--- src/rtl/core/dnpp_pkg.sv ---
// ----------------------------------------------------------------------------
// Delimited number packet parser package
// Character codes, field widths, result layout and the power-of-ten table.
// ----------------------------------------------------------------------------
package dnpp_pkg;

    localparam int MAX_FIELD_CHARS = 16;
    localparam int CNT_W           = $clog2(MAX_FIELD_CHARS + 1);

    localparam int BYTE_W      = 8;
    localparam int MAG_W       = 54;
    localparam int MANT_W      = 55;
    localparam int DEC_W       = 5;
    localparam int NUM_HELD    = 3;
    localparam int POS_W       = 2;
    localparam int IN_TDATA_W  = 8;
    localparam int RESULT_W    = 3 * (MANT_W + DEC_W) + 1;
    localparam int OUT_TDATA_W = ((RESULT_W + 7) / 8) * 8;

    localparam logic [MAG_W-1:0] MAX_MAG  = 54'd9999999999999999;
    localparam logic [DEC_W-1:0] MAX_FRAC = 5'd16;

    localparam logic [BYTE_W-1:0] CH_LF    = 8'h0A;
    localparam logic [BYTE_W-1:0] CH_CR    = 8'h0D;
    localparam logic [BYTE_W-1:0] CH_A     = 8'h61;
    localparam logic [BYTE_W-1:0] CH_D     = 8'h64;
    localparam logic [BYTE_W-1:0] CH_0     = 8'h30;
    localparam logic [BYTE_W-1:0] CH_9     = 8'h39;
    localparam logic [BYTE_W-1:0] CH_DOT   = 8'h2E;
    localparam logic [BYTE_W-1:0] CH_PLUS  = 8'h2B;
    localparam logic [BYTE_W-1:0] CH_MINUS = 8'h2D;

    localparam logic [POS_W-1:0] POS_LAST = 2'd3;

    // Packed from the lowest bit up: line angle first, crossing flag last
    typedef struct packed {
        logic              crosses_line;
        logic [DEC_W-1:0]  chord_decimals;
        logic [MANT_W-1:0] chord_mantissa;
        logic [DEC_W-1:0]  avoid_angle_decimals;
        logic [MANT_W-1:0] avoid_angle_mantissa;
        logic [DEC_W-1:0]  line_angle_decimals;
        logic [MANT_W-1:0] line_angle_mantissa;
    } t_result;

    function automatic logic [MAG_W-1:0] pow10(input logic [DEC_W-1:0] n);
        logic [MAG_W-1:0] v;
        case (n)
            5'd0:    v = 54'd1;
            5'd1:    v = 54'd10;
            5'd2:    v = 54'd100;
            5'd3:    v = 54'd1000;
            5'd4:    v = 54'd10000;
            5'd5:    v = 54'd100000;
            5'd6:    v = 54'd1000000;
            5'd7:    v = 54'd10000000;
            5'd8:    v = 54'd100000000;
            5'd9:    v = 54'd1000000000;
            5'd10:   v = 54'd10000000000;
            5'd11:   v = 54'd100000000000;
            5'd12:   v = 54'd1000000000000;
            5'd13:   v = 54'd10000000000000;
            5'd14:   v = 54'd100000000000000;
            5'd15:   v = 54'd1000000000000000;
            5'd16:   v = 54'd10000000000000000;
            default: v = '0;
        endcase
        return v;
    endfunction

endpackage

--- src/rtl/core/delimited_number_packet_parser.sv ---
// ----------------------------------------------------------------------------
// Delimited number packet parser
// Parses tagged decimal numbers a, b, c, d into one packet result.
// ----------------------------------------------------------------------------
// The parser takes one byte per clock cycle while tready is high and updates
// its number state in the same cycle; a byte is never held back by the parsing
// itself. Each packet result is registered when the tag d byte is taken.
// Results leave through an output register backed by one skid entry, so the
// slave side keeps taking bytes while a result waits; tready drops only when
// both of those hold a result that has not yet been taken.
module delimited_number_packet_parser (
    input  logic                               i_clk,
    input  logic                               i_rst_n,
    input  logic                               i_s_axis_tvalid,
    output logic                               o_s_axis_tready,
    // [7:0] rx_byte
    input  logic [dnpp_pkg::IN_TDATA_W-1:0]    i_s_axis_tdata,
    output logic                               o_m_axis_tvalid,
    input  logic                               i_m_axis_tready,
    // [54:0] line_angle_mantissa, [59:55] line_angle_decimals,
    // [114:60] avoid_angle_mantissa, [119:115] avoid_angle_decimals,
    // [174:120] chord_mantissa, [179:175] chord_decimals,
    // [180] crosses_line, [183:181] zero
    output logic [dnpp_pkg::OUT_TDATA_W-1:0]   o_m_axis_tdata
);

    import dnpp_pkg::*;

    // Parser state
    logic [POS_W-1:0]  r_field_pos,  n_field_pos;
    logic [CNT_W-1:0]  r_char_count, n_char_count;
    logic [MAG_W-1:0]  r_acc,        n_acc;
    logic [DEC_W-1:0]  r_frac,       n_frac;
    logic              r_point,      n_point;
    logic              r_digit,      n_digit;
    logic              r_minus,      n_minus;
    logic              r_bad,        n_bad;

    logic [MANT_W-1:0] r_held_mant [NUM_HELD];
    logic [DEC_W-1:0]  r_held_dec  [NUM_HELD];

    // Output register and skid entry
    logic              r_out_valid;
    logic              r_skid_valid;
    t_result           r_out;
    t_result           r_skid;

    logic [BYTE_W-1:0] rx;
    logic              s_accept;
    logic              out_take;
    logic              is_tag;
    logic              is_digit;
    logic [POS_W-1:0]  tag;
    logic              hold_wr;
    logic              emit;
    logic [MAG_W+3:0]  acc_next;
    logic              digit_over;
    logic [MANT_W-1:0] signed_mant;
    logic              crosses;
    t_result           new_result;

    assign rx       = i_s_axis_tdata[BYTE_W-1:0];
    assign s_accept = i_s_axis_tvalid && o_s_axis_tready;
    assign out_take = r_out_valid && i_m_axis_tready;
    // Tag letters a to d are contiguous, so the low bits give the position
    assign tag      = rx[POS_W-1:0] - CH_A[POS_W-1:0];

    // Ten times the magnitude plus the new digit, with headroom for the check
    assign acc_next = {1'b0, r_acc, 3'b000} + {3'b000, r_acc, 1'b0}
                    + {{(MAG_W+4-4){1'b0}}, rx[3:0]};
    assign digit_over = (acc_next > {4'b0000, MAX_MAG})
                     || (r_point && (r_frac >= MAX_FRAC));

    assign signed_mant = r_minus ? ({MANT_W{1'b0}} - {1'b0, r_acc}) : {1'b0, r_acc};

    assign crosses = (!r_minus || (r_acc == '0)) && (r_frac <= MAX_FRAC)
                  && (r_acc == pow10(r_frac));

    always_comb begin
        is_tag   = rx inside {[CH_A:CH_D]};
        is_digit = rx inside {[CH_0:CH_9]};

        n_field_pos  = r_field_pos;
        n_char_count = r_char_count;
        n_acc        = r_acc;
        n_frac       = r_frac;
        n_point      = r_point;
        n_digit      = r_digit;
        n_minus      = r_minus;
        n_bad        = r_bad;
        hold_wr      = 1'b0;
        emit         = 1'b0;

        if (s_accept) begin
            if ((rx == CH_LF) || (rx == CH_CR)) begin
                n_field_pos  = '0;
                n_char_count = '0;
                n_acc        = '0;
                n_frac       = '0;
                n_point      = 1'b0;
                n_digit      = 1'b0;
                n_minus      = 1'b0;
                n_bad        = 1'b0;
            end else if (is_tag) begin
                // Every tag closes the number; only the position may survive
                n_char_count = '0;
                n_acc        = '0;
                n_frac       = '0;
                n_point      = 1'b0;
                n_digit      = 1'b0;
                n_minus      = 1'b0;
                n_bad        = 1'b0;
                if (r_bad || !r_digit || (tag != r_field_pos)) begin
                    n_field_pos = '0;
                end else if (tag != POS_LAST) begin
                    hold_wr     = 1'b1;
                    n_field_pos = r_field_pos + 1'b1;
                end else begin
                    emit        = 1'b1;
                    n_field_pos = '0;
                end
            end else if (r_char_count >= CNT_W'(MAX_FIELD_CHARS)) begin
                // Number too long: drop the byte and restart
                n_field_pos  = '0;
                n_char_count = '0;
                n_acc        = '0;
                n_frac       = '0;
                n_point      = 1'b0;
                n_digit      = 1'b0;
                n_minus      = 1'b0;
                n_bad        = 1'b0;
            end else begin
                n_char_count = r_char_count + 1'b1;
                if (is_digit) begin
                    if (digit_over) begin
                        n_bad = 1'b1;
                    end else begin
                        n_acc   = acc_next[MAG_W-1:0];
                        n_digit = 1'b1;
                        if (r_point) begin
                            n_frac = r_frac + 1'b1;
                        end
                    end
                end else if (rx == CH_DOT) begin
                    if (r_point) begin
                        n_bad = 1'b1;
                    end
                    n_point = 1'b1;
                end else if (((rx == CH_MINUS) || (rx == CH_PLUS))
                             && (r_char_count == '0)) begin
                    if (rx == CH_MINUS) begin
                        n_minus = 1'b1;
                    end
                end else begin
                    n_bad = 1'b1;
                end
            end
        end
    end

    always_comb begin
        new_result.line_angle_mantissa  = r_held_mant[0];
        new_result.line_angle_decimals  = r_held_dec[0];
        new_result.avoid_angle_mantissa = r_held_mant[1];
        new_result.avoid_angle_decimals = r_held_dec[1];
        new_result.chord_mantissa       = r_held_mant[2];
        new_result.chord_decimals       = r_held_dec[2];
        new_result.crosses_line         = crosses;
    end

    always_ff @(posedge i_clk) begin
        if (!i_rst_n) begin
            r_field_pos  <= '0;
            r_char_count <= '0;
            r_acc        <= '0;
            r_frac       <= '0;
            r_point      <= 1'b0;
            r_digit      <= 1'b0;
            r_minus      <= 1'b0;
            r_bad        <= 1'b0;
        end else begin
            r_field_pos  <= n_field_pos;
            r_char_count <= n_char_count;
            r_acc        <= n_acc;
            r_frac       <= n_frac;
            r_point      <= n_point;
            r_digit      <= n_digit;
            r_minus      <= n_minus;
            r_bad        <= n_bad;
        end
    end

    // Held values survive a parser restart
    always_ff @(posedge i_clk) begin
        if (hold_wr) begin
            r_held_mant[r_field_pos] <= signed_mant;
            r_held_dec[r_field_pos]  <= r_frac;
        end
    end

    // Skid is only filled while the head is stalled, so order is kept
    always_ff @(posedge i_clk) begin
        if (!i_rst_n) begin
            r_out_valid  <= 1'b0;
            r_skid_valid <= 1'b0;
        end else begin
            if (!r_out_valid) begin
                r_out_valid <= emit;
            end else if (out_take) begin
                r_out_valid  <= r_skid_valid || emit;
                r_skid_valid <= 1'b0;
            end else if (emit) begin
                r_skid_valid <= 1'b1;
            end
        end
    end

    always_ff @(posedge i_clk) begin
        if (!r_out_valid || out_take) begin
            if (r_skid_valid) begin
                r_out <= r_skid;
            end else if (emit) begin
                r_out <= new_result;
            end
        end else if (emit) begin
            r_skid <= new_result;
        end
    end

    assign o_s_axis_tready = !r_skid_valid;
    assign o_m_axis_tvalid = r_out_valid;
    assign o_m_axis_tdata  = {{(OUT_TDATA_W-RESULT_W){1'b0}}, r_out};

`ifndef SYNTHESIS
    a_count_bound: assert property (@(posedge i_clk) disable iff (!i_rst_n)
        r_char_count <= CNT_W'(MAX_FIELD_CHARS))
        else $error("character count beyond field limit");

    a_frac_bound: assert property (@(posedge i_clk) disable iff (!i_rst_n)
        r_frac <= MAX_FRAC)
        else $error("fraction digit count beyond limit");

    a_skid_behind_head: assert property (@(posedge i_clk) disable iff (!i_rst_n)
        r_skid_valid |-> r_out_valid)
        else $error("skid entry holds a result while the output register is empty");

    a_line_end_restart: assert property (@(posedge i_clk) disable iff (!i_rst_n)
        (s_accept && ((rx == CH_LF) || (rx == CH_CR)))
        |=> ((r_field_pos == '0) && (r_char_count == '0)))
        else $error("line end did not restart the parser");
`endif

endmodule
--- config.mk ---
export PLATFORM = sky130hd
export DESIGN_NAME = delimited_number_packet_parser
export DESIGN_NICKNAME = d
export VERILOG_FILES = /design/src/rtl/core/dnpp_pkg.sv /design/src/rtl/core/delimited_number_packet_parser.sv
export SDC_FILE = /design/constraint.sdc
export NUM_CORES = 1
export LEC_CHECK = 0
export BUFFER_PORTS_ARGS = -buffer_cell sky130_fd_sc_hd__buf_2
export CAP_MARGIN = 20
export CORE_UTILIZATION = 61
export DETAILED_ROUTE_END_ITERATION = 12
export PLACE_DENSITY = 0.82
export SYNTH_ARGS = -nofsm -noshare
export SYNTH_HDL_FRONTEND = slang
export SYNTH_SLANG_ARGS = --single-unit
--- constraint.sdc ---
create_clock -name i_clk -period 15.9 [get_ports i_clk]
set_input_delay 0.795 -clock i_clk [delete_from_list [all_inputs] [get_ports i_clk]]
set_output_delay 0.795 -clock i_clk [all_outputs]
set_load 0.01 [all_outputs]
==> results of run 1 <==
==> Yosys cell counts, drive strengths merged (9+ instances only) <==
cell type	n
a211oi	22
a21boi	14
a21o	16
a21oi	110
a22oi	49
a31oi	10
and2	12
and3	22
buf	30
clkbuf	82
dfxtp	117
edfxtp	542
ha	129
inv	45
mux2	183
nand2	132
nand2b	14
nand3	31
nand4	52
nor2	142
nor3	30
nor4	28
o211ai	17
o21a	20
o21ai	95
o31ai	16
o41ai	9
or2	11
or3	11
or4	18
xnor2	82
xor2	52
==> logic make-up (layout without fill, tap and decap cells) <==
logic type	Yosys count	in the layout	synth area share, %
buf+inv	157	377	2.17
other cells	1	3	0.0125
simple gates	535	535	9.26
compound gates	460	460	10.2
xor+xnor	134	134	3.90
mux	189	189	7.09
flops	659	659	61.9
fa+ha+maj	131	131	5.50
==> flip-flops by register name, indices dropped and copies added, names as in the netlist, 2 cells and up, named ones only <==
name,flops
r_acc,54
r_held_mant,165
r_skid,181
r_field_pos,2
o_m_axis_tdata,181
r_char_count,5
r_frac,5
r_held_dec,15
==> how the worst min path moves through the flow <==
stage / start / endpoint / depth (start not counted)
detailed placement: r_held_mant[1][1] / r_skid[61] / 0
global route: i_m_axis_tready / r_skid_valid / 2
CTS: i_m_axis_tready / r_skid_valid / 2
floorplan: r_held_mant[0][0] / r_skid[0] / 0
finish: i_m_axis_tready / r_skid_valid / 2
global placement: r_held_mant[2][9] / r_skid[129] / 0
==> layout make-up <==
class | instances | area [um2]
sequential | 659 | 18600
fill | 3352 | 14900
multi-input combinational | 1452 | 10900
clock buffer | 83 | 1780
timing repair buffer | 210 | 1120
tap | 664 | 831
clock inverter | 39 | 543
inverter | 45 | 169
==> per-layer routing <==
metal | up-vias | GRT usage (%)
li1 | 9035 | -
met1 | 10100 | 45.4
met2 | 885 | 51.7
met3 | 146 | 5.84
met4 | 4 | 11.9
met5 | - | 0
==> power by group <==
group | total [mW] | switching (mW) | internal [mW]
clock network | 1.67 | 0.667 | 1.00
registers | 1.84 | 0.00110 | 1.84
logic | 0.0264 | 0.0192 | 0.00727
==> stage by stage <==
| stage | setup WS, ns | power, mW | instance area (um2) | cells |
|---|---|---|---|---|
| after floorplan | 4.29 | 1.89 | 30100 | 2268 |
| after global routing | 8.02 | 3.62 | 33900 | 3152 |
| final | 8.39 | 3.53 | 33900 | 3152 |
| after global placement | 8.51 | 1.90 | 31600 | 3030 |
| after detailed placement | 8.37 | 1.90 | 31600 | 3030 |
| after CTS | 8.65 | 3.55 | 33900 | 3152 |
==> worst max-delay path, stage by stage (launching register included) <==
cell and delay, ns:
dfxtp_1 0.64, inv_1 0.18, fa_1 0.53, inv_1 0.07
fa_1 0.48, a211oi_1 0.48, o21ai_0 0.25, a32o_1 0.28
o21ai_0 0.63, a31oi_1 0.17, o22ai_1 0.21, nand4bb_1 0.16
nor4b_2 0.66, nand3_2 0.25, o21ai_0 0.23, nand4_1 0.30
a21oi_2 0.93, nand4b_1 0.60, o311ai_0 0.26
==> flow_metrics.tcl, run 1 <==
set metrics [dict create \
    cts_setup_buffers 0 \
    dr_wl_met2_um 38300 \
    drc 0 \
    fin_skew_ns 0.0191 \
    r2r_setup_slack_ns 8.39 \
    vias_per_cell 6.40 \
    ys_async_sr_fraction_pct 0 \
    timing.rr.start "r_acc[0]" \
    cts-resized-gates 0 \
    crit_path_start "r_acc[0]" \
    peakVddDrop_mv 0.0960 \
    grt-ovfl-total 0 \
    grt_max_degree 164 \
    drive_above_1_share_pct 21.8 \
    finalHoldViolations 0 \
    cts_root_buf "clkbuf_16" \
    vias 20200 \
    ant_nets 0 \
    grt_pass1_wl_um 122000 \
    io_buffers 194 \
    core_um2 48800 \
    clk_pin_slew_ns 0.06 \
    fin_util_pct 69.4 \
    startpoint_type "register" \
    yosysTopAreaCell "edfxtp_1" \
    synth_top_area_share_pct 54.1 \
    holdBufCountCts 0 \
    maxCapViolations 0 \
    tightest_slew_ns 1.15 \
    num_antenna_cells 0 \
    avgSynthCellArea_um2 13.3 \
    crit_path_max_fanout 26 \
    firstDrtPassIters 6 \
    final_cell_mix "edfxtp_1, buf_2, mux2_2, nor2_1, nand2_1" \
    grt_pass1_vias 19700 \
    rsz0062_at_grt "false" \
    layout_commonest_cell "edfxtp_1" \
    ys_seq_area_share_pct 61.9 \
    slew_viol_final 0 \
    numClockSinks 659 \
    synth_ff_type "edfxtp_1" \
    synth.distinct_cells 95 \
    num_rows 81 \
    synth_edf_count 542 \
    fin_crit_ns 7.51 \
    ys_warn_count 0 \
    maxSlewHeadroom_pct 23.5 \
    ys_top_cells_by_area "edfxtp_1, dfxtp_1, mux2_2, ha_1, xnor2_1" \
    netlist_area_um2 30100 \
    endpoint_kind "register" \
    critPathKind "register to register" \
    nets 2578 \
    wirelength_um 82800 \
    fp.dieW_um 224 \
    fin_hold_ws_ns 0.428 \
    tritoncts "built" \
    rr_worst_depth 18 \
    cp.arrival_ns 7.93 \
    wl_met1_um 35600 \
    status "finished clean" \
    cts_buffer_depth 3 \
    hold_path.class "input port to register" \
    cts_inserted_buffers 67 \
    setup_violations 0 \
    routabilityCongestion 1.00 \
    top_layer "met5" \
    dieArea_um2 50200 \
    fin_crit_sh_pct 47.3 \
    ios 198 \
    max_freq_mhz 133 \
    track_usage_pct 32.7 \
    wire_per_inst_um 26.3 \
    ys_ff_latch 659 \
    dpl.hpwl_um 58000 \
    antenna_found_initial 2 \
    die_y_um 224 \
    initial_core_util_pct 61.6 \
    critical_path_required_ns 16.31 \
    tns_ns 0 \
    route.met3.wl_um 6210 \
    power_density_nw_per_um2 104 \
    syn2layout_area_growth_pct 12.7 \
    h-tree-depth 3 \
    netlist_instances 2266 \
    initialDrtViolationCount 1786 \
    clock_latency_ns 0.60 \
    p_leak_nw 11.6 \
]
Note: power is estimated with default switching activity, not from simulation.
==> inputs of run 2 (changes only) <==
- ABC_AREA: unset -> 1
- clock period: 15.9 -> 7.45 ns (I/O delays scaled with it)
==> flow_metrics.tcl, run 2 <==
set metrics [dict create \
    clk_pin_slew_ns 0.06 \
    slew_viol_final 0 \
    initialDrtViolationCount 2272 \
    grt_max_degree 99 \
    vias_per_cell 5.78 \
    post_dp_cell_area_um2 32500 \
    wire_per_inst_um 20.9 \
    grt-ovfl-total 0 \
    tns_ns 0 \
    ys_seq_area_share_pct 60.5 \
    routabilityCongestion 1.08 \
    grt_pass1_vias 22500 \
    max_freq_mhz 174 \
    initial_core_util_pct 62.4 \
    dieArea_um2 51400 \
    cts_root_buf "clkbuf_16" \
    vias 23600 \
    ys_warn_count 0 \
    num_rows 81 \
    cts_inserted_buffers 61 \
    fin_skew_ns 0.0171 \
    top_usage_layer "met2" \
    nets 3509 \
    yosysMostFrequentCell "nand2_1" \
    num_antenna_cells 0 \
    finalHoldViolations 0 \
    layout_commonest_cell "nand2_1" \
    tightest_slew_ns 1.09 \
    netlist_area_um2 30800 \
    cts_buffer_depth 3 \
    hold_path.class "input port to register" \
    synth.distinct_cells 60 \
    endpoint_kind "register" \
    maxSlewHeadroom_pct 27.1 \
    final_cell_mix "nand2_1, edfxtp_1, inv_1, nor2_1, buf_2" \
    antenna_found_initial 0 \
    yosysTopAreaCell "edfxtp_1" \
    drive_above_1_share_pct 10.7 \
    fin_hold_ws_ns 0.0910 \
    stdcell_area_um2 34400 \
    syn2layout_area_growth_pct 11.7 \
    cts_setup_buffers 0 \
    fin_crit_ns 5.76 \
    ant_nets 0 \
    setup_violations 0 \
    regArea_um2 18600 \
    avgSynthCellArea_um2 9.71 \
    max_stage_delay_ns 0.57 \
    wirelength_um 85300 \
    netlist_instances 3168 \
    dpl.hpwl_um 62000 \
    ys_ff_latch 659 \
    fp.dieW_um 227 \
    gr-usage-met2_pct 54.0 \
    maxCapViolations 0 \
    drc 0 \
    numClockSinks 659 \
    grt_pass1_wl_um 128000 \
    cts-resized-gates 0 \
    num-fill-cells 3580 \
    cp.arrival_ns 6.33 \
    fin_crit_sh_pct 77.4 \
    die_y_um 227 \
    use_met1_pct 45.6 \
    cp_slowest_cell "dfxtp_1" \
    ios 198 \
    track_usage_pct 33.4 \
    power_density_nw_per_um2 203 \
    synth_top_area_share_pct 52.9 \
    holdBufCountCts 0 \
    p_leak_nw 14.9 \
    synth_ff_type "edfxtp_1" \
    peakVddDrop_mv 0.192 \
    startpoint_type "register" \
    clock_latency_ns 0.64 \
    synth_edf_count 542 \
    ys_async_sr_fraction_pct 0 \
    critPathKind "register to register" \
    firstDrtPassIters 6 \
    tritoncts "built" \
    ys_top_cells_by_area "edfxtp_1, nand2_1, dfxtp_1, ha_1, inv_1" \
    io_buffers 194 \
    synth_common_cells "nand2_1, edfxtp_1, inv_1" \
    h-tree-depth 2 \
    core_um2 49400 \
    rsz0062_at_grt "false" \
    critical_path_required_ns 8.02 \
    p_total_mw 7.00 \
    crit_path_max_fanout 12 \
    multiInputGateArea_um2 10800 \
    status "finished clean" \
    use_met3_pct 4.68 \
    critPathMostFrequentCell "nand2_1" \
    fin_util_pct 69.7 \
]
-- run 2: worst max-delay path, delay by kind of cell (launching register included) --
| kind | cells | cell delay, ns |
|---|---|---|
| AND/OR/NAND/NOR | 27 | 3.18 |
| adder cells (fa/ha/maj) | 3 | 1.27 |
| buffers and inverters | 4 | 0.67 |
| flip-flops | 1 | 0.57 |
-- run 2: path summary, 6_finish.rpt --
| kind | start | to | slack [ns] | cells after the start |
|---|---|---|---|---|
| worst max-delay path | r_acc[0] | register | 1.69 | 34 |
| worst min-delay path | i_s_axis_tdata[0] | r_acc[0] | 0.09 | 3 |
| worst max register to register | r_acc[0] | register | 1.69 | 34 |
| worst min register to register | r_held_mant[1][30] | r_skid[90] | 0.44 | 0 |
-- run 2: layout make-up --
class                           instances  area share (%)
Sequential cell                       659            54.1
Multi-Input combinational cell       2143            31.3
Clock buffer                           79            4.76
Timing Repair Buffer                  212            3.33
Inverter                              289            3.18
Tap cell                              664            2.42
Clock inverter                         33           0.859
-- run 2: routing by layer --
| layer | vias up | part of all wire (%) |
|---|---|---|
| li1 | 10900 | - |
| met1 | 11200 | 41 |
| met2 | 1303 | 47 |
| met3 | 202 | 8.6 |
| met4 | 0 | 4.1 |
| met5 | - | 0 |
-- run 2: cells by family after synthesis --
| kind of cell | share of synthesized area (%) |
|---|---|
| XOR/XNOR | 2.67 |
| adder cells (fa/ha/maj) | 5.37 |
| AO/OA/AOI/OAI | 4.29 |
| flip-flops | 60.5 |
| AND/OR/NAND/NOR | 22.5 |
| buffers and inverters | 4.68 |
| other | 0.0122 |
-- run 2: per-stage QoR --
stage                     std cells  setup WS, ns
after detailed placement       3967          1.80
after CTS                      4079          1.76
final                          4079          1.69
after global placement         3967          1.95
after floorplan                3170         0.144
after global routing           4079          1.30
-- run 2: where the power goes --
part	total, mW	internal, mW	switching, mW
combinational	0.0507	0.0126	0.0381
sequential	3.93	3.93	0.00171
clock	3.01	1.66	1.36
